===== config.mk =====
export PLATFORM = sky130hd
export DESIGN_NAME = hcm_ctrl
export DESIGN_NICKNAME = d
export VERILOG_FILES = /design/src/design/hcm_pkg.sv /design/src/design/hcm_ctrl.sv
export SDC_FILE = /design/constraint.sdc
export NUM_CORES = 1
export LEC_CHECK = 0
export ABC_CLOCK_PERIOD_IN_PS = 1750
export BUFFER_PORTS_ARGS = -buffer_cell sky130_fd_sc_hd__buf_4
export CAP_MARGIN = 20
export CELL_PAD_IN_SITES_DETAIL_PLACEMENT = 1
export CELL_PAD_IN_SITES_GLOBAL_PLACEMENT = 2
export CORE_ASPECT_RATIO = 0.9
export CORE_UTILIZATION = 27
export CTS_CLUSTER_DIAMETER = 60
export DETAILED_ROUTE_END_ITERATION = 16
export GPL_TIMING_DRIVEN = 0
export PLACE_DENSITY = 0.8
export SLEW_MARGIN = 0
export SYNTH_ARGS = -nofsm -noshare
export SYNTH_HDL_FRONTEND = slang
export SYNTH_SLANG_ARGS = --single-unit

===== constraint.sdc =====
create_clock -name i_clk -period 1.75 [get_ports i_clk]
set_clock_uncertainty 0.2 [all_clocks]
set_input_delay 0.2625 -clock i_clk [delete_from_list [all_inputs] [get_ports i_clk]]
set_output_delay 0.2625 -clock i_clk [all_outputs]
set_load 0.01 [all_outputs]

===== src/design/hcm_pkg.sv =====
`default_nettype none
// ---------------------------------------------------------------------------
// hcm_pkg: shared types and constants for the HOP corrected mass block
// Field widths, fixed-point limits, command codes, and the command and
// status records that join the controller and the datapath.
// ---------------------------------------------------------------------------
package hcm_pkg;

    // Field widths
    localparam int COMP_W   = 31;
    localparam int CMD_W    = 3;
    localparam int CFG_W    = 20;
    localparam int FACTOR_W = 24;
    localparam int MASS_W   = 34;

    // Arithmetic unit widths
    localparam int MUL_W    = 33;
    localparam int PROD_W   = 2 * MUL_W;
    localparam int ACC_W    = PROD_W + 2;
    localparam int DIV_N_W  = 64;
    localparam int DIV_D_W  = 32;
    localparam int SQ_IN_W  = 66;
    localparam int SQ_OUT_W = SQ_IN_W / 2;

    // Default fraction bits of the scale factor
    localparam int HCM_FRAC_BITS = 16;

    // Constants
    localparam logic [CFG_W-1:0]    LEPTON_MASS_RESET = 20'd511;
    localparam logic [FACTOR_W-1:0] FACTOR_MAX        = 24'hFF_FFFF;
    localparam logic [COMP_W-1:0]   COMP_NEG_MAG      = 31'h4000_0000;
    localparam logic [COMP_W-1:0]   COMP_POS_MAX      = 31'h3FFF_FFFF;

    // Input item commands
    typedef enum logic [CMD_W-1:0] {
        CMD_END_VTX = 3'd0,
        CMD_PRI_VTX = 3'd1,
        CMD_HADRON  = 3'd2,
        CMD_DILEP   = 3'd3,
        CMD_LEP1    = 3'd4,
        CMD_LEP2    = 3'd5
    } t_cmd;

    // Datapath register-transfer operations
    typedef enum logic [3:0] {
        OP_NONE,
        OP_LOAD,
        OP_SAT_FLAG,
        OP_DIV_Q,
        OP_PT_ZERO,
        OP_SQRT,
        OP_PT_WR,
        OP_DIV_F,
        OP_F_WR,
        OP_S_WR,
        OP_E_WR,
        OP_M_WR,
        OP_OUT
    } t_op;

    // Multiplier operand sources
    typedef enum logic [3:0] {
        MS_NONE,
        MS_DOT,
        MS_PMAG,
        MS_Q,
        MS_SCALE,
        MS_LMASS,
        MS_SSQ,
        MS_E,
        MS_P
    } t_msrc;

    // Accumulator operations
    typedef enum logic [1:0] {
        ACC_HOLD,
        ACC_CLEAR,
        ACC_ADD,
        ACC_SUB
    } t_accop;

    // Controller states
    typedef enum logic [4:0] {
        S_IDLE,
        S_CHK,
        S_DOT,
        S_DOT_END,
        S_DIVQ,
        S_DIVQ_W,
        S_TR_CMP,
        S_TR_M1,
        S_TR_M2,
        S_TR_SQ,
        S_TR_SQW,
        S_FDIV,
        S_FDIV_W,
        S_SCMUL,
        S_SCWR,
        S_EN_LM,
        S_EN_SQ,
        S_EN_END,
        S_EN_SQRT,
        S_EN_W,
        S_MS_E,
        S_MS_P,
        S_MS_END,
        S_MS_SQRT,
        S_MS_W,
        S_OUT
    } t_state;

    typedef struct packed {
        t_op        op;
        t_msrc      msrc;
        t_accop     acc;
        logic       side;
        logic [1:0] idx;
    } t_dp_cmd;

    typedef struct packed {
        logic fd_zero;
        logic q_ge_pmag;
        logic ptl_zero;
        logic div_busy;
        logic sqrt_busy;
    } t_dp_stat;

endpackage
`default_nettype wire


===== src/design/hcm_ctrl.sv =====
`default_nettype none
// ---------------------------------------------------------------------------
// hcm_ctrl: sequencer of the HOP corrected mass block
// Accepts input items, steps the datapath through the transverse momenta,
// factor, lepton scaling, energies and masses, and owns the output valid.
// ---------------------------------------------------------------------------
module hcm_ctrl (
    input  wire logic                      i_clk,
    input  wire logic                      i_rst_n,
    input  wire logic                      i_in_valid,
    output logic                           o_in_ready,
    input  wire logic [hcm_pkg::CMD_W-1:0] i_command,
    output logic                           o_out_valid,
    input  wire logic                      i_out_ready,
    output hcm_pkg::t_dp_cmd               o_cmd,
    input  wire hcm_pkg::t_dp_stat         i_stat
);
    import hcm_pkg::*;

    t_state     r_state, n_state;
    logic       r_side, n_side;
    logic [1:0] r_idx, n_idx;
    logic       r_ov, n_ov;

    // Next state and datapath commands
    always_comb begin
        n_state    = r_state;
        n_side     = r_side;
        n_idx      = r_idx;
        o_cmd.op   = OP_NONE;
        o_cmd.msrc = MS_NONE;
        o_cmd.acc  = ACC_HOLD;
        o_cmd.side = r_side;
        o_cmd.idx  = r_idx;
        o_in_ready = 1'b0;
        n_ov       = r_ov;
        if (r_ov && i_out_ready) begin
            n_ov = 1'b0;
        end
        unique case (r_state)
            S_IDLE: begin
                o_in_ready = 1'b1;
                if (i_in_valid) begin
                    o_cmd.op = OP_LOAD;
                    if (t_cmd'(i_command) == CMD_LEP2) begin
                        n_state = S_CHK;
                    end
                end
            end
            S_CHK: begin
                n_side = 1'b0;
                n_idx  = 2'd0;
                if (i_stat.fd_zero) begin
                    o_cmd.op = OP_SAT_FLAG;
                    n_state  = S_SCMUL;
                end else begin
                    n_state = S_DOT;
                end
            end
            // Dot product of flight line and momentum
            S_DOT: begin
                o_cmd.msrc = MS_DOT;
                o_cmd.acc  = (r_idx == 2'd0) ? ACC_CLEAR : ACC_ADD;
                n_idx      = r_idx + 2'd1;
                if (r_idx == 2'd2) begin
                    n_state = S_DOT_END;
                end
            end
            S_DOT_END: begin
                o_cmd.acc = ACC_ADD;
                n_state   = S_DIVQ;
            end
            S_DIVQ: begin
                o_cmd.op = OP_DIV_Q;
                n_state  = S_DIVQ_W;
            end
            S_DIVQ_W: begin
                if (!i_stat.div_busy) begin
                    n_state = S_TR_CMP;
                end
            end
            // Clamp, else P^2 - q^2
            S_TR_CMP: begin
                if (i_stat.q_ge_pmag) begin
                    o_cmd.op = OP_PT_ZERO;
                    n_idx    = 2'd0;
                    if (r_side == 1'b0) begin
                        n_side  = 1'b1;
                        n_state = S_DOT;
                    end else begin
                        n_state = S_FDIV;
                    end
                end else begin
                    o_cmd.msrc = MS_PMAG;
                    o_cmd.acc  = ACC_CLEAR;
                    n_state    = S_TR_M1;
                end
            end
            S_TR_M1: begin
                o_cmd.msrc = MS_Q;
                o_cmd.acc  = ACC_ADD;
                n_state    = S_TR_M2;
            end
            S_TR_M2: begin
                o_cmd.acc = ACC_SUB;
                n_state   = S_TR_SQ;
            end
            S_TR_SQ: begin
                o_cmd.op = OP_SQRT;
                n_state  = S_TR_SQW;
            end
            S_TR_SQW: begin
                if (!i_stat.sqrt_busy) begin
                    o_cmd.op = OP_PT_WR;
                    n_idx    = 2'd0;
                    if (r_side == 1'b0) begin
                        n_side  = 1'b1;
                        n_state = S_DOT;
                    end else begin
                        n_state = S_FDIV;
                    end
                end
            end
            // Scale factor
            S_FDIV: begin
                n_side = 1'b0;
                n_idx  = 2'd0;
                if (i_stat.ptl_zero) begin
                    o_cmd.op = OP_SAT_FLAG;
                    n_state  = S_SCMUL;
                end else begin
                    o_cmd.op = OP_DIV_F;
                    n_state  = S_FDIV_W;
                end
            end
            S_FDIV_W: begin
                if (!i_stat.div_busy) begin
                    o_cmd.op = OP_F_WR;
                    n_state  = S_SCMUL;
                end
            end
            // Scale lepton components
            S_SCMUL: begin
                o_cmd.msrc = MS_SCALE;
                n_state    = S_SCWR;
            end
            S_SCWR: begin
                o_cmd.op = OP_S_WR;
                n_state  = S_SCMUL;
                if (r_idx == 2'd2) begin
                    n_idx = 2'd0;
                    if (r_side == 1'b0) begin
                        n_side = 1'b1;
                    end else begin
                        n_side  = 1'b0;
                        n_state = S_EN_LM;
                    end
                end else begin
                    n_idx = r_idx + 2'd1;
                end
            end
            // Lepton energies
            S_EN_LM: begin
                o_cmd.msrc = MS_LMASS;
                o_cmd.acc  = ACC_CLEAR;
                n_idx      = 2'd0;
                n_state    = S_EN_SQ;
            end
            S_EN_SQ: begin
                o_cmd.msrc = MS_SSQ;
                o_cmd.acc  = ACC_ADD;
                n_idx      = r_idx + 2'd1;
                if (r_idx == 2'd2) begin
                    n_state = S_EN_END;
                end
            end
            S_EN_END: begin
                o_cmd.acc = ACC_ADD;
                n_state   = S_EN_SQRT;
            end
            S_EN_SQRT: begin
                o_cmd.op = OP_SQRT;
                n_state  = S_EN_W;
            end
            S_EN_W: begin
                if (!i_stat.sqrt_busy) begin
                    o_cmd.op = OP_E_WR;
                    n_idx    = 2'd0;
                    if (r_side == 1'b0) begin
                        n_side  = 1'b1;
                        n_state = S_EN_LM;
                    end else begin
                        n_side  = 1'b0;
                        n_state = S_MS_E;
                    end
                end
            end
            // Invariant masses: total first, then dilepton
            S_MS_E: begin
                o_cmd.msrc = MS_E;
                o_cmd.acc  = ACC_CLEAR;
                n_idx      = 2'd0;
                n_state    = S_MS_P;
            end
            S_MS_P: begin
                o_cmd.msrc = MS_P;
                o_cmd.acc  = (r_idx == 2'd0) ? ACC_ADD : ACC_SUB;
                n_idx      = r_idx + 2'd1;
                if (r_idx == 2'd2) begin
                    n_state = S_MS_END;
                end
            end
            S_MS_END: begin
                o_cmd.acc = ACC_SUB;
                n_state   = S_MS_SQRT;
            end
            S_MS_SQRT: begin
                o_cmd.op = OP_SQRT;
                n_state  = S_MS_W;
            end
            S_MS_W: begin
                if (!i_stat.sqrt_busy) begin
                    o_cmd.op = OP_M_WR;
                    n_idx    = 2'd0;
                    if (r_side == 1'b0) begin
                        n_side  = 1'b1;
                        n_state = S_MS_E;
                    end else begin
                        n_state = S_OUT;
                    end
                end
            end
            // Hold until the output register is free
            S_OUT: begin
                if (!r_ov || i_out_ready) begin
                    o_cmd.op = OP_OUT;
                    n_ov     = 1'b1;
                    n_state  = S_IDLE;
                end
            end
            default: begin
                n_state = S_IDLE;
            end
        endcase
    end

    always_ff @(posedge i_clk) begin
        if (!i_rst_n) begin
            r_state <= S_IDLE;
            r_side  <= 1'b0;
            r_idx   <= 2'd0;
            r_ov    <= 1'b0;
        end else begin
            r_state <= n_state;
            r_side  <= n_side;
            r_idx   <= n_idx;
            r_ov    <= n_ov;
        end
    end

    assign o_out_valid = r_ov;

endmodule
`default_nettype wire


# Word-level counts from Yosys, hierarchy flattened
# Cells that the tools add are included.
[word_totals] reg_bits=9 in_bits=12 word_cells=115
[op_classes] add_sub_neg=1 eq_ne=42 n_mux=49 n_reduce_logical=19
[ops] operator="$pmux 5 s26" n=1
[ops] operator="$mux 5" n=12
[ops] operator="$eq 5x5->1 const B" n=10
[ops] operator="$pmux 4 s12" n=1
[ops] operator="$eq 5x4->1 const B" n=8
[ops] operator="$mux 4" n=9
[ops] operator="$pmux 4 s8" n=1
[ops] operator="$ne 2x2->1 const B" n=15
[ops] operator="$eq 5x3->1 const B" n=4
[ops] operator="$mux 2" n=7
[ops] operator="$mux 1" n=12
[ops] operator="$pmux 2 s6" n=1
[ops] operator="$reduce_and 11->1" n=1
[ops] operator="$eq 5x2->1 const B" n=2
[ops] operator="$pmux 2 s5" n=1
[ops] operator="$reduce_bool 5->1" n=2
[ops] operator="$mux 3" n=3
[ops] operator="$reduce_or 3->1" n=3
[ops] operator="$reduce_or 2->1" n=4
[ops] operator="$reduce_or 4->1" n=2
[ops] operator="$eq 5x1->1 const B" n=1
[ops] operator="$logic_not 5->1" n=1
[ops] operator="$pmux 1 s5" n=1
[ops] operator="$reduce_and 5->1" n=1
[ops] operator="other kinds (8)" n=8

# Longest topological paths before layout
# Gate-level depths: netlist of run 1.
[depth] depth_word=4 mapped_depth=8

# Worst setup path before layout of run 1
# No wires, ideal clock.
[synth_path] path_kind="register to output" start="register r_state[3]" end="output o_cmd[9] (netlist bit)" arrival_ns=1.526 required_time_ns=1.287 setup_slack_ns=-0.239 stages_incl_launch_ff=8 path_cell_list="dfxtp_1 > buf_4 > buf_2 > buf_2 > buf_2 > nor3_1 > nand2_1 > o211ai_1"
[synth_lines] item="from (decl)" line_no="hcm_ctrl.sv:20" text="t_state r_state, n_state;"
[synth_lines] item="from (signal assigned)" line_no="hcm_ctrl.sv:254" text="r_state <= n_state;"
[synth_lines] item="to (decl)" line_no="hcm_ctrl.sv:15" text="output hcm_pkg::t_dp_cmd o_cmd,"

==> summary.md, run 1 <==
| Metric | Value |
|---|---|
| Fraction of final layout cells sized beyond drive strength 1 | 60.2% |
| Nets@finish | 286 |
| Average wire per cell in the routed design | 23.0 µm |
| Mapped cell area | 1410 µm² |
| Num Clock Sinks | 9 |
| Type of element launching the critical path | flip-flop |
| Max-slew violation count | 0 |
| Die H | 70.4 µm |
| Violations in the final reports | negative setup slack |
| Total of buffers placed on input and output ports | 25 |
| Starting Density | 28.5% |
| Layer with the highest usage after global routing | met2 |
| Total Wirelength | 7680 µm |
| Leakage | 0.00102 µW |
| Maximum number of pins on one net before global-route repair | 11 |
| Number of register bits inferred by synthesis | 9 |
| Site Rows | 24 |
| Vias per Instance | 5.96 |
| Area of the die | 5500 µm² |
| Dpl hpwl | 4420 µm |
| Worst-path fanout max | 5 |
| Most used cells in the layout excluding fill and tap cells | sky130_fd_sc_hd__buf_4 (54), sky130_fd_sc_hd__nand2_1 (23), sky130_fd_sc_hd__buf_6 (12), sky130_fd_sc_hd__nor2_1 (11), sky130_fd_sc_hd__buf_8 (9) |
| Peak VDD IR | 0.517 mV |
| Gpl congestion | 0.867 |
| Total negative slack for setup checks | -5470 ps |
| H-tree depth reported by CTS | 1 |
| Setup repair after global routing missed its margin | true |
| Fmax | 0.453 GHz |
| Final-layout worst hold slack | 222 ps |
| Mean Syn Cell Area | 6.85 µm² |
| Fraction of met1 tracks used by global routing | 34.2% |
| Detailed-routing iteration count for the pre-antenna-repair pass | 4 |
| CTS tree | yes |
| Portion of the post-synthesis area used by sequential elements | 12.8% |
| ANT nets after route | 0 |
| Area share of the leading cell type in the synthesized netlist | 12.8% |
| Power Dens Cells | 1220 nW/µm² |
| Count of maximum capacitance violations | 0 |
| Min-Delay Path Class | input pin to flip-flop |
| Post-Synthesis Cells | 205 |
| Clock buffers created by TritonCTS | 3 |
| Result of the run | finished, violations left |
| Share of the clock period used by the worst path | 126% |
| Global-route met2 utilization | 42.5% |
| Async set-or-reset flop fraction in the synthesized netlist | 0% |
| GR Layer Usage met3 | 3.79% |
| Initial antenna violation count | 0 |
| Count of vias placed by the detailed router | 1992 |
| Floorplan Core Area | 4920 µm² |
| Warnings, synthesis | 0 |
| Least setup slack across all paths after layout | -457 ps |
| Total of hold buffers inserted after clock tree synthesis | 0 |
| Normalized max-slew margin | 60.0% |
| Total routing usage reported by global routing | 26.0% |
| Horizontal die dimension | 78.0 µm |
| Cells taking the most area after synthesis | sky130_fd_sc_hd__dfxtp_1 (13%), sky130_fd_sc_hd__nand2_1 (7.2%), sky130_fd_sc_hd__nor2b_1 (4.9%) |
| Final hold violation count | 0 |
| Remaining Overflow, GRT | 0 |
| Clock network latency to the later pin of the worst-skew pair | 240 ps |
| 1st-iter DRT viols | 177 |
| Count of final setup violators | 19 |
| Critical Path RT | 1290 ps |
| Maximum clock path buffer count | 2 |
| Root cell of the clock tree | sky130_fd_sc_hd__clkbuf_8 |
| Inserted Diodes | 0 |
| First-pass GRT wire length | 11000 µm |
| Remaining routing DRC violations | 0 |
| Nature of the critical path endpoint | output pin |
| Arrival time at the worst endpoint | 1740 ps |
| Cell accounting for the most synthesized area | sky130_fd_sc_hd__dfxtp_1 |
| Synth-to-layout area growth | 89.0% |
| Via count of the first global-routing pass | 1999 |
| Clock period minus worst slack | 2210 ps |
| Number of enable flip-flop cells after synthesis | 0 |
| Most common cell after layout, fill and taps aside | sky130_fd_sc_hd__buf_4 |
| Crit path kind | flip-flop to output pin |
| Post-Synthesis Net Count | 221 |
| Actual transition at the worst max-transition pin | 601 ps |
| Number of top-level design ports | 27 |
| Clock transition at the registers of the reported paths | 50 ps |
| Number of distinct library cells after synthesis | 58 |
| Commonest register cell after synthesis | sky130_fd_sc_hd__dfxtp_1 |
registers in the layout (all words and copies together) (netlist names):
name	flops
r_state	5
r_idx	2
o_out_valid	1
r_side	1
path summary, 6_finish.rpt:
kind | slack, ps | end | cells past startpoint | from
hold / removal | 220 | o_out_valid$_SDFF_PN0_ | 4 | i_out_ready
setup / recovery | -460 | o_cmd[3] | 7 | r_state[1]$_SDFFE_PN0P_
setup reg to reg | -310 | r_state[4]$_SDFFE_PN0P_ | 9 | r_state[1]$_SDFFE_PN0P_
hold reg to reg | 320 | r_idx[1]$_SDFFE_PN0P_ | 2 | r_idx[1]$_SDFFE_PN0P_
cell usage after synthesis (2+ instances only):
| master | n |
|---|---|
| sky130_fd_sc_hd__nor2_1 | 17 |
| sky130_fd_sc_hd__dfxtp_1 | 9 |
| sky130_fd_sc_hd__a31oi_1 | 6 |
| sky130_fd_sc_hd__and4b_1 | 2 |
| sky130_fd_sc_hd__o32ai_1 | 3 |
| sky130_fd_sc_hd__mux2i_1 | 4 |
| sky130_fd_sc_hd__or3_1 | 2 |
| sky130_fd_sc_hd__inv_1 | 8 |
| sky130_fd_sc_hd__nor3_1 | 8 |
| sky130_fd_sc_hd__a41o_1 | 2 |
| sky130_fd_sc_hd__o311ai_1 | 2 |
| sky130_fd_sc_hd__nor2b_1 | 11 |
| sky130_fd_sc_hd__nand2b_1 | 3 |
| sky130_fd_sc_hd__ha_1 | 4 |
| sky130_fd_sc_hd__o211ai_1 | 3 |
| sky130_fd_sc_hd__o21ai_0 | 8 |
| sky130_fd_sc_hd__o21bai_1 | 2 |
| sky130_fd_sc_hd__o22ai_1 | 3 |
| sky130_fd_sc_hd__a32oi_1 | 3 |
| sky130_fd_sc_hd__buf_2 | 10 |
| sky130_fd_sc_hd__clkbuf_1 | 4 |
| sky130_fd_sc_hd__nand2_1 | 27 |
| sky130_fd_sc_hd__nor3b_1 | 2 |
| sky130_fd_sc_hd__buf_4 | 5 |
| sky130_fd_sc_hd__o21ai_1 | 6 |
| sky130_fd_sc_hd__and3_1 | 3 |
| sky130_fd_sc_hd__a22oi_1 | 2 |
| sky130_fd_sc_hd__nand3_1 | 6 |
| sky130_fd_sc_hd__a21oi_1 | 11 |
cell families (layout without fill, tap and decap cells):
group	after synthesis	after routing	synth area share, %
multiplexers	4	4	2.85
adder cells (fa/ha/maj)	4	4	3.56
AND/OR/NAND/NOR	94	94	36.0
XOR/XNOR	2	2	1.78
flip-flops	9	9	12.8
buffers and inverters	28	92	10.2
AO/OA/AOI/OAI	64	64	32.8
stage by stage:
stage	utilization [%]	cells	instance area, µm²	setup WS (ps)	total power, µW
after floorplan	-	205	1500	-5.37	1420
after global placement	35.9	295	1770	-447	1900
after detailed placement	35.9	295	1770	-455	1910
after CTS	47.4	321	2330	-443	2700
after global routing	53.9	334	2660	-522	3380
final	53.9	334	2660	-457	3230
layer usage:
metal	routed length, µm	vias up
met5	0	-
met4	178	0
met3	509	18
met2	3810	95
met1	3180	988
li1	-	891
area by class of cell:
class	instances	area, µm²
Fill cell	576	2270
Buffer	19	239
Inverter	8	40.0
Tap cell	65	81.3
Timing Repair Buffer	61	504
Multi-Input combinational cell	168	1550
Sequential cell	9	196
Clock buffer	4	45.0
worst max-delay path, cell delays in order, from the launching register on:
cell                       delay (ps)
sky130_fd_sc_hd__dfxtp_4          350
sky130_fd_sc_hd__buf_6            130
sky130_fd_sc_hd__buf_4            130
sky130_fd_sc_hd__buf_8            130
sky130_fd_sc_hd__nand2b_4         160
sky130_fd_sc_hd__o32a_1           320
sky130_fd_sc_hd__o21ai_2          140
sky130_fd_sc_hd__buf_4            140
report_power, final:
part	total [µW]	switching, µW	internal, µW
logic	2660	1410	1250
registers	315	52.1	263
clock network	256	95.9	160
what timing repair did:
action / CTS / global route
pin swaps: 9 / 21
endpoints found under the setup margin: 19 / 19
cloned: 0 / 0
resized for setup: 84 / 46
setup buffers: 22 / 17
Power figures use the tool's default switching activity.
==> run 2: changes to the inputs <==
CELL_PAD_IN_SITES_DETAIL_PLACEMENT = not set   (was 1)
CELL_PAD_IN_SITES_GLOBAL_PLACEMENT = not set   (was 2)
CORE_UTILIZATION = 50   (was 27)
PLACE_DENSITY = 0.81   (was 0.8)
==> summary.md, run 2 <==
| Metric | Value |
|---|---|
| Site Rows | 17 |
| Leading cell type by number of instances after synthesis | sky130_fd_sc_hd__nand2_1 |
| Number of distinct library cells after synthesis | 58 |
| Number of enable flip-flop cells after synthesis | 0 |
| Top cells by count, synth | sky130_fd_sc_hd__nand2_1 (27), sky130_fd_sc_hd__nor2_1 (17), sky130_fd_sc_hd__a21oi_1 (11), sky130_fd_sc_hd__nor2b_1 (11), sky130_fd_sc_hd__buf_2 (10) |
| Root cell of the clock tree | sky130_fd_sc_hd__clkbuf_4 |
| Maximum number of pins on one net before global-route repair | 11 |
| Area share of the leading cell type in the synthesized netlist | 12.8% |
| Mapped cell area | 1410 µm² |
| H-tree depth reported by CTS | 1 |
| Maximum clock path buffer count | 2 |
| Dpl hpwl | 3930 µm |
| Post-Synthesis Net Count | 221 |
| Post-Synthesis Cells | 205 |
| Warnings, synthesis | 0 |
| Cell accounting for the most synthesized area | sky130_fd_sc_hd__dfxtp_1 |
| Gpl congestion | 0.997 |
| Die H | 52.3 µm |
| Clock buffers created by TritonCTS | 3 |
| Pin type at the end of the worst path | top-level output |
| Mean Syn Cell Area | 6.85 µm² |
| Error | [ERROR DPL-0038] Utilization greater than 100%, impossible to legalize |
| Starting Density | 55.0% |
| Portion of the post-synthesis area used by sequential elements | 12.8% |
| Number of top-level design ports | 27 |
| Horizontal die dimension | 57.9 µm |
| Result of the run | aborted with a tool error |
| Num Clock Sinks | 9 |
| Cells taking the most area after synthesis | sky130_fd_sc_hd__dfxtp_1 (13%), sky130_fd_sc_hd__nand2_1 (7.2%), sky130_fd_sc_hd__nor2b_1 (4.9%) |
| Number of register bits inferred by synthesis | 9 |
| Total of hold buffers inserted after clock tree synthesis | 0 |
| Cell Area, Placed | 1720 µm² |
| Async set-or-reset flop fraction in the synthesized netlist | 0% |
| Fail Step | global routing |
| Commonest register cell after synthesis | sky130_fd_sc_hd__dfxtp_1 |
| Total of buffers placed on input and output ports | 25 |
| Critical endpoint after global-route timing repair | o_cmd[11] |
## run 2: cell counts after synthesis
Identical to the previous run, type by type.
## run 2: logic make-up after synthesis
logic type	count (synthesis)	share of synthesized area, %
simple gates	94	36.0
xor+xnor	2	1.78
mux	4	2.85
flops	9	12.8
buf+inv	28	10.2
compound gates	64	32.8
fa+ha+maj	4	3.56
## run 2: what timing repair did
action	in CTS
gates resized for setup	78
endpoints found under the setup margin	19
buffers inserted	38
pin swaps	15
cloned	1
## run 2: metrics by stage
step                      util (%)  cells  setup WS, ps
after CTS                     92.0    301          -491
after detailed placement      67.4    258          -444
after global placement        67.4    258          -375
after floorplan                  -    205         -5.37
==> run 3: changes to the inputs <==
ABC_CLOCK_PERIOD_IN_PS = 2300   (was 1750)
CORE_AREA = 2 2 63 65   (was not set)
CORE_ASPECT_RATIO = not set   (was 0.9)
CORE_UTILIZATION = not set   (was 50)
CTS_CLUSTER_DIAMETER = not set   (was 60)
DIE_AREA = 0 0 65 67   (was not set)
PLACE_DENSITY = not set   (was 0.81)
PLACE_DENSITY_LB_ADDON = 0.15   (was not set)
clock period = 2.3 ns   (was 1.75 ns; I/O delays follow)
==> summary.md, run 3 (same netlist as run 1, synthesis figures left out) <==
| Metric | Value |
|---|---|
| Clock network latency to the later pin of the worst-skew pair | 230 ps |
| Fraction of final layout cells sized beyond drive strength 1 | 36.7% |
| Family with the most delay on the worst path | simple AND/OR/NAND/NOR gates |
| Final-layout worst hold slack | 247 ps |
| Leakage | 0.000819 µW |
| Normalized max-slew margin | 66.4% |
| Area of the die | 4360 µm² |
| Clk network pwr share | 10.8% |
| Count of vias placed by the detailed router | 1799 |
| Gate power share | 76.3% |
| Root cell of the clock tree | sky130_fd_sc_hd__clkbuf_8 |
| Share of the clock period used by the worst path | 101% |
| CTS tree | yes |
| Most common cell after layout, fill and taps aside | sky130_fd_sc_hd__buf_4 |
| Nets@finish | 265 |
| Registers with the most flip-flops | r_state: 5 flops, r_idx: 2 flops |
| Count of final setup violators | 1 |
| Maximum clock path buffer count | 2 |
| Hold Path Origin | i_out_ready |
| Clock period minus worst slack | 2330 ps |
| Reg with most FFs | r_state |
| Number of top-level design ports | 27 |
| Via count of the first global-routing pass | 1656 |
| Internal power | 936 µW |
| Vias per Instance | 6.08 |
| Worst-case register-to-register setup slack | 250 ps |
| H-tree depth reported by CTS | 1 |
| Setup repair after global routing missed its margin | true |
| Gpl congestion | 0.963 |
| Critical Path RT | 1750 ps |
| Initial antenna violation count | 0 |
| Total of hold buffers inserted after clock tree synthesis | 0 |
| Crit path kind | flip-flop to output pin |
| Power Dens Cells | 888 nW/µm² |
| Inserted Diodes | 0 |
| Violations in the final reports | negative setup slack |
| Delay contributed by the slowest stage of the critical path | 430 ps |
| Fmax | 0.430 GHz |
| Actual transition at the worst max-transition pin | 504 ps |
| Number of flip-flops under the largest register name | 5 |
| Count of maximum capacitance violations | 0 |
| Num Clock Sinks | 9 |
| First-pass GRT wire length | 8170 µm |
| Endpoint of the worst-slack reg-to-reg timing path | r_state[1]$_SDFFE_PN0P_ |
| Average wire per cell in the routed design | 17.8 µm |
| Global-route met2 utilization | 39.9% |
| Clock buffers created by TritonCTS | 3 |
| Dpl cells | 278 |
| Type of element launching the critical path | flip-flop |
| Fraction of power spent switching nets | 47.2% |
| Final hold violation count | 0 |
| Nature of the critical path endpoint | output pin |
| Arrival time at the worst endpoint | 1780 ps |
| Dpl hpwl | 3650 µm |
| Layer with the highest usage after global routing | met2 |
| Least setup slack across all paths after layout | -27.7 ps |
| Setup Slack @ Placement | -94.3 ps |
| Peak VDD IR | 0.477 mV |
| Cells on Worst Hold Path | 4 |
| Floorplan Core Area | 3610 µm² |
| Source of the worst register-to-register timing path | r_state[0]$_SDFFE_PN0P_ |
| Total power after layout | 1770 µW |
| Worst r2r path cells | 7 |
| Max-slew violation count | 0 |
| Clock transition at the registers of the reported paths | 50 ps |
| GR Layer Usage met3 | 3.38% |
| ANT nets after route | 0 |
| Maximum number of pins on one net before global-route repair | 20 |
| Total of buffers placed on input and output ports | 25 |
| Crit path cell chain | buf_6 > or3b_4 > or3_4 > o311ai_4 > buf_4 |
| Sequential group share of total power | 12.9% |
| Remaining Overflow, GRT | 0 |
| Result of the run | finished, violations left |
| Die H | 67 µm |
| Detailed-routing iteration count for the pre-antenna-repair pass | 5 |
| 1st-iter DRT viols | 222 |
| Min-Delay Path Class | input pin to flip-flop |
| Site Rows | 22 |
| Buf/Inv on CP | 2 |
| Sink of the worst hold path | o_out_valid$_SDFF_PN0_ |
| Worst-path fanout max | 5 |
| Total routing usage reported by global routing | 24.6% |
| Total Wirelength | 5270 µm |
| Synth-to-layout area growth | 42.1% |
| Fraction of met1 tracks used by global routing | 32.5% |
| Post-layout instance count excluding filler cells | 296 |
| Most used cells in the layout excluding fill and tap cells | sky130_fd_sc_hd__buf_4 (43), sky130_fd_sc_hd__nand2_1 (26), sky130_fd_sc_hd__nor2_1 (16), sky130_fd_sc_hd__a21oi_1 (10), sky130_fd_sc_hd__nor2b_1 (9) |
| Horizontal die dimension | 65 µm |
| Slowest library cell on the worst path | sky130_fd_sc_hd__or3_4 |
| Starting Density | 39.0% |
| Remaining routing DRC violations | 0 |
| NetSw | 836 µW |
==> run 3: per-layer routing <==
layer  vias up  share of wire, %
met5         -                 0
met4         0               2.5
met3        14               8.6
met2       105                47
met1       836                41
li1        844                 -
==> run 3: worst max-delay path by stage <==
stage                                  startpoint        end  slack, ps  depth (start not counted)
after floorplan           r_state[3]$_SDFFE_PN0P_   o_cmd[9]        230                          7
after global placement    r_state[4]$_SDFFE_PN0P_  o_cmd[11]       -160                          7
after CTS                 r_state[2]$_SDFFE_PN0P_  o_cmd[12]          6                          5
after global routing      r_state[3]$_SDFFE_PN0P_  o_cmd[11]        -50                          5
final                     r_state[3]$_SDFFE_PN0P_  o_cmd[11]        -30                          5
after detailed placement  r_state[4]$_SDFFE_PN0P_  o_cmd[11]        -90                          7
==> run 3: power by group through the flow <==
stage | clock network (µW) | logic, µW | registers, µW
5_1_grt | 202 | 1450 | 236
3_5_place_dp | 0 | 1100 | 226
2_1_floorplan | 0 | 788 | 224
6_report | 191 | 1350 | 229
4_1_cts | 192 | 1200 | 224
3_3_place_gp | 0 | 1110 | 226
==> run 3: worst min-delay path, cell delays in order <==
cell and delay, ps:
sky130_fd_sc_hd__buf_4 80, sky130_fd_sc_hd__nor2b_1 60, sky130_fd_sc_hd__nor2_1 110, sky130_fd_sc_hd__nor2_1 40
==> run 3: final cells by class <==
type	count	area [µm²]
Multi-Input combinational cell	168	1180
Inverter	8	33.8
Buffer	18	175
Tap cell	48	60.1
Fill cell	355	1610
Clock buffer	4	45.0
Sequential cell	9	190
Timing Repair Buffer	41	313
==> run 3: metrics by stage <==
step                setup TNS (ps)  util, %  area [µm²]
CTS                              0     50.7        1830
global route                  -108     55.4        2000
finish                       -27.7     55.4        2000
detailed placement            -184     45.8        1650
global placement              -318     45.8        1650
floorplan                        0        -        1410
==> run 3: what timing repair did <==
item,CTS,global route
gates cloned,0,1
setup endpoints to repair,8,7
setup buffers,6,9
pin swaps,2,7
gates resized for setup,28,25
==> run 4: changes to the inputs <==
REMOVE_ABC_BUFFERS = 1   (was not set)
==> summary.md, run 4 (same netlist as run 1, synthesis figures left out) <==
| Metric | Value |
|---|---|
| Number of flip-flops under the largest register name | 5 |
| Sequential group share of total power | 20.3% |
| Dpl hpwl | 3210 µm |
| Total of buffers placed on input and output ports | 26 |
| Maximum clock path buffer count | 2 |
| Area of the die | 4360 µm² |
| Nature of the critical path endpoint | output pin |
| Cells on Worst Hold Path | 3 |
| Arrival time at the worst endpoint | 1720 ps |
| Vias per Instance | 6.27 |
| Number of top-level design ports | 27 |
| Horizontal die dimension | 65 µm |
| Dpl cells | 259 |
| Share of the clock period used by the worst path | 98.3% |
| 1st-iter DRT viols | 160 |
| Crit path kind | flip-flop to output pin |
| Clk network pwr share | 12.4% |
| Worst-path fanout max | 12 |
| Registers with the most flip-flops | r_state: 5 flops, r_idx: 2 flops |
| Internal power | 806 µW |
| Result of the run | complete, no violations |
| Clock period minus worst slack | 2260 ps |
| Total Wirelength | 5210 µm |
| Remaining routing DRC violations | 0 |
| Num Clock Sinks | 9 |
| Clock buffers created by TritonCTS | 3 |
| Most used cells in the layout excluding fill and tap cells | sky130_fd_sc_hd__buf_4 (35), sky130_fd_sc_hd__nand2_1 (27), sky130_fd_sc_hd__nor2_1 (17), sky130_fd_sc_hd__a21oi_1 (11) |
| Crit path cell chain | or3b_4 > or3_4 > o311ai_1 > buf_4 |
| Total of hold buffers inserted after clock tree synthesis | 0 |
| Count of final setup violators | 0 |
| Inserted Diodes | 0 |
| Slowest library cell on the worst path | sky130_fd_sc_hd__or3b_4 |
| Gate power share | 67.3% |
| Count of vias placed by the detailed router | 1724 |
| Most common cell after layout, fill and taps aside | sky130_fd_sc_hd__buf_4 |
| Fraction of power spent switching nets | 49.2% |
| H-tree depth reported by CTS | 1 |
| Count of maximum capacitance violations | 0 |
| Delay contributed by the slowest stage of the critical path | 450 ps |
| Critical Path RT | 1750 ps |
| Clock network latency to the later pin of the worst-skew pair | 240 ps |
| Min-Delay Path Class | input pin to flip-flop |
| Fmax | 0.442 GHz |
| Maximum number of pins on one net before global-route repair | 29 |
| Max-slew violation count | 0 |
| Total power after layout | 1590 µW |
| Actual transition at the worst max-transition pin | 427 ps |
| Setup repair after global routing missed its margin | true |
| Initial antenna violation count | 0 |
| CTS tree | yes |
| Nets@finish | 244 |
| Worst r2r path cells | 7 |
| Fraction of final layout cells sized beyond drive strength 1 | 28.6% |
| Site Rows | 22 |
| Post-layout instance count excluding filler cells | 275 |
| Via count of the first global-routing pass | 1612 |
| Remaining Overflow, GRT | 0 |
| First-pass GRT wire length | 7980 µm |
| Type of element launching the critical path | flip-flop |
| Leakage | 0.000685 µW |
| Clock transition at the registers of the reported paths | 50 ps |
| NetSw | 781 µW |
| Floorplan Core Area | 3610 µm² |
| Power Dens Cells | 913 nW/µm² |
| Die H | 67 µm |
| Peak VDD IR | 0.469 mV |
| Final hold violation count | 0 |
| Starting Density | 39.0% |
| Normalized max-slew margin | 71.5% |
| Synth-to-layout area growth | 23.7% |
| Average wire per cell in the routed design | 18.9 µm |
| ANT nets after route | 0 |
| Detailed-routing iteration count for the pre-antenna-repair pass | 4 |
| Root cell of the clock tree | sky130_fd_sc_hd__clkbuf_8 |
| Total routing usage reported by global routing | 23.8% |
| Reg with most FFs | r_state |
| Gpl congestion | 0.860 |
-- run 4: cell types whose count changed in the layout (fill, tap and decap cells not counted), sizes merged --
cell	previous run	this run
buf	55	37
clkbuf	8	5
-- run 4: timing repair --
action,CTS,global route
pin swaps,0,1
gates resized for setup,15,4
gates cloned,0,0
setup endpoints to repair,19,6
buffers inserted,5,7
-- run 4: area by class of cell --
type,count,area (µm²)
Timing Repair Buffer,38,290
Fill cell,379,1870
Tap cell,48,60.1
Inverter,8,33.8
Sequential cell,9,199
Multi-Input combinational cell,168,1110
Clock buffer,4,45.0
-- run 4: power groups by stage --
stage               registers, µW  logic (µW)  clock network [µW]
CTS                           355         947                 199
detailed placement            385         860                   0
finish                        323        1070                 197
global placement              373         850                   0
global route                  334        1150                 207
floorplan                     327         602                   0
-- run 4: worst paths after layout --
path / from / end / slack (ps)
hold / removal: i_rst_n / r_state[4]$_SDFFE_PN0P_ / 220
setup reg to reg: r_state[3]$_SDFFE_PN0P_ / r_idx[0]$_SDFFE_PN0P_ / 230
hold reg to reg: r_idx[1]$_SDFFE_PN0P_ / r_idx[1]$_SDFFE_PN0P_ / 310
setup / recovery: r_state[2]$_SDFFE_PN0P_ / o_cmd[12] / 40
-- run 4: critical path, delay by kind of cell, from the launching register on --
kind	cells	cell delay (ps)
and+or+nand+nor	2	800
DFF	1	400
AOI/OAI and AO/OA	1	100
buffers and inverters	1	170
-- run 4: through the flow --
stage / TNS (ps) / area, µm² / util (%) / hold WS, ps / setup slack, ps
floorplan: -189 / 1290 / - / 284 / -173
global placement: -5540 / 1550 / 42.9 / 279 / -788
detailed placement: -6740 / 1550 / 42.9 / 297 / -896
CTS: 0 / 1670 / 46.3 / 215 / 5.73
global route: -4.77 / 1740 / 48.2 / 229 / -4.77
finish: 0 / 1740 / 48.2 / 218 / 39.9
-- run 4: routing by layer --
| metal | GRT usage (%) | wire, µm | share of wire, % | vias up |
|---|---|---|---|---|
| met2 | 39.6 | 2470 | 47 | 85 |
| met5 | 0 | 0 | 0 | - |
| met4 | 10.1 | 132 | 2.5 | 0 |
| met3 | 3.89 | 388 | 7.4 | 14 |
| li1 | - | - | - | 807 |
| met1 | 30.2 | 2220 | 43 | 818 |
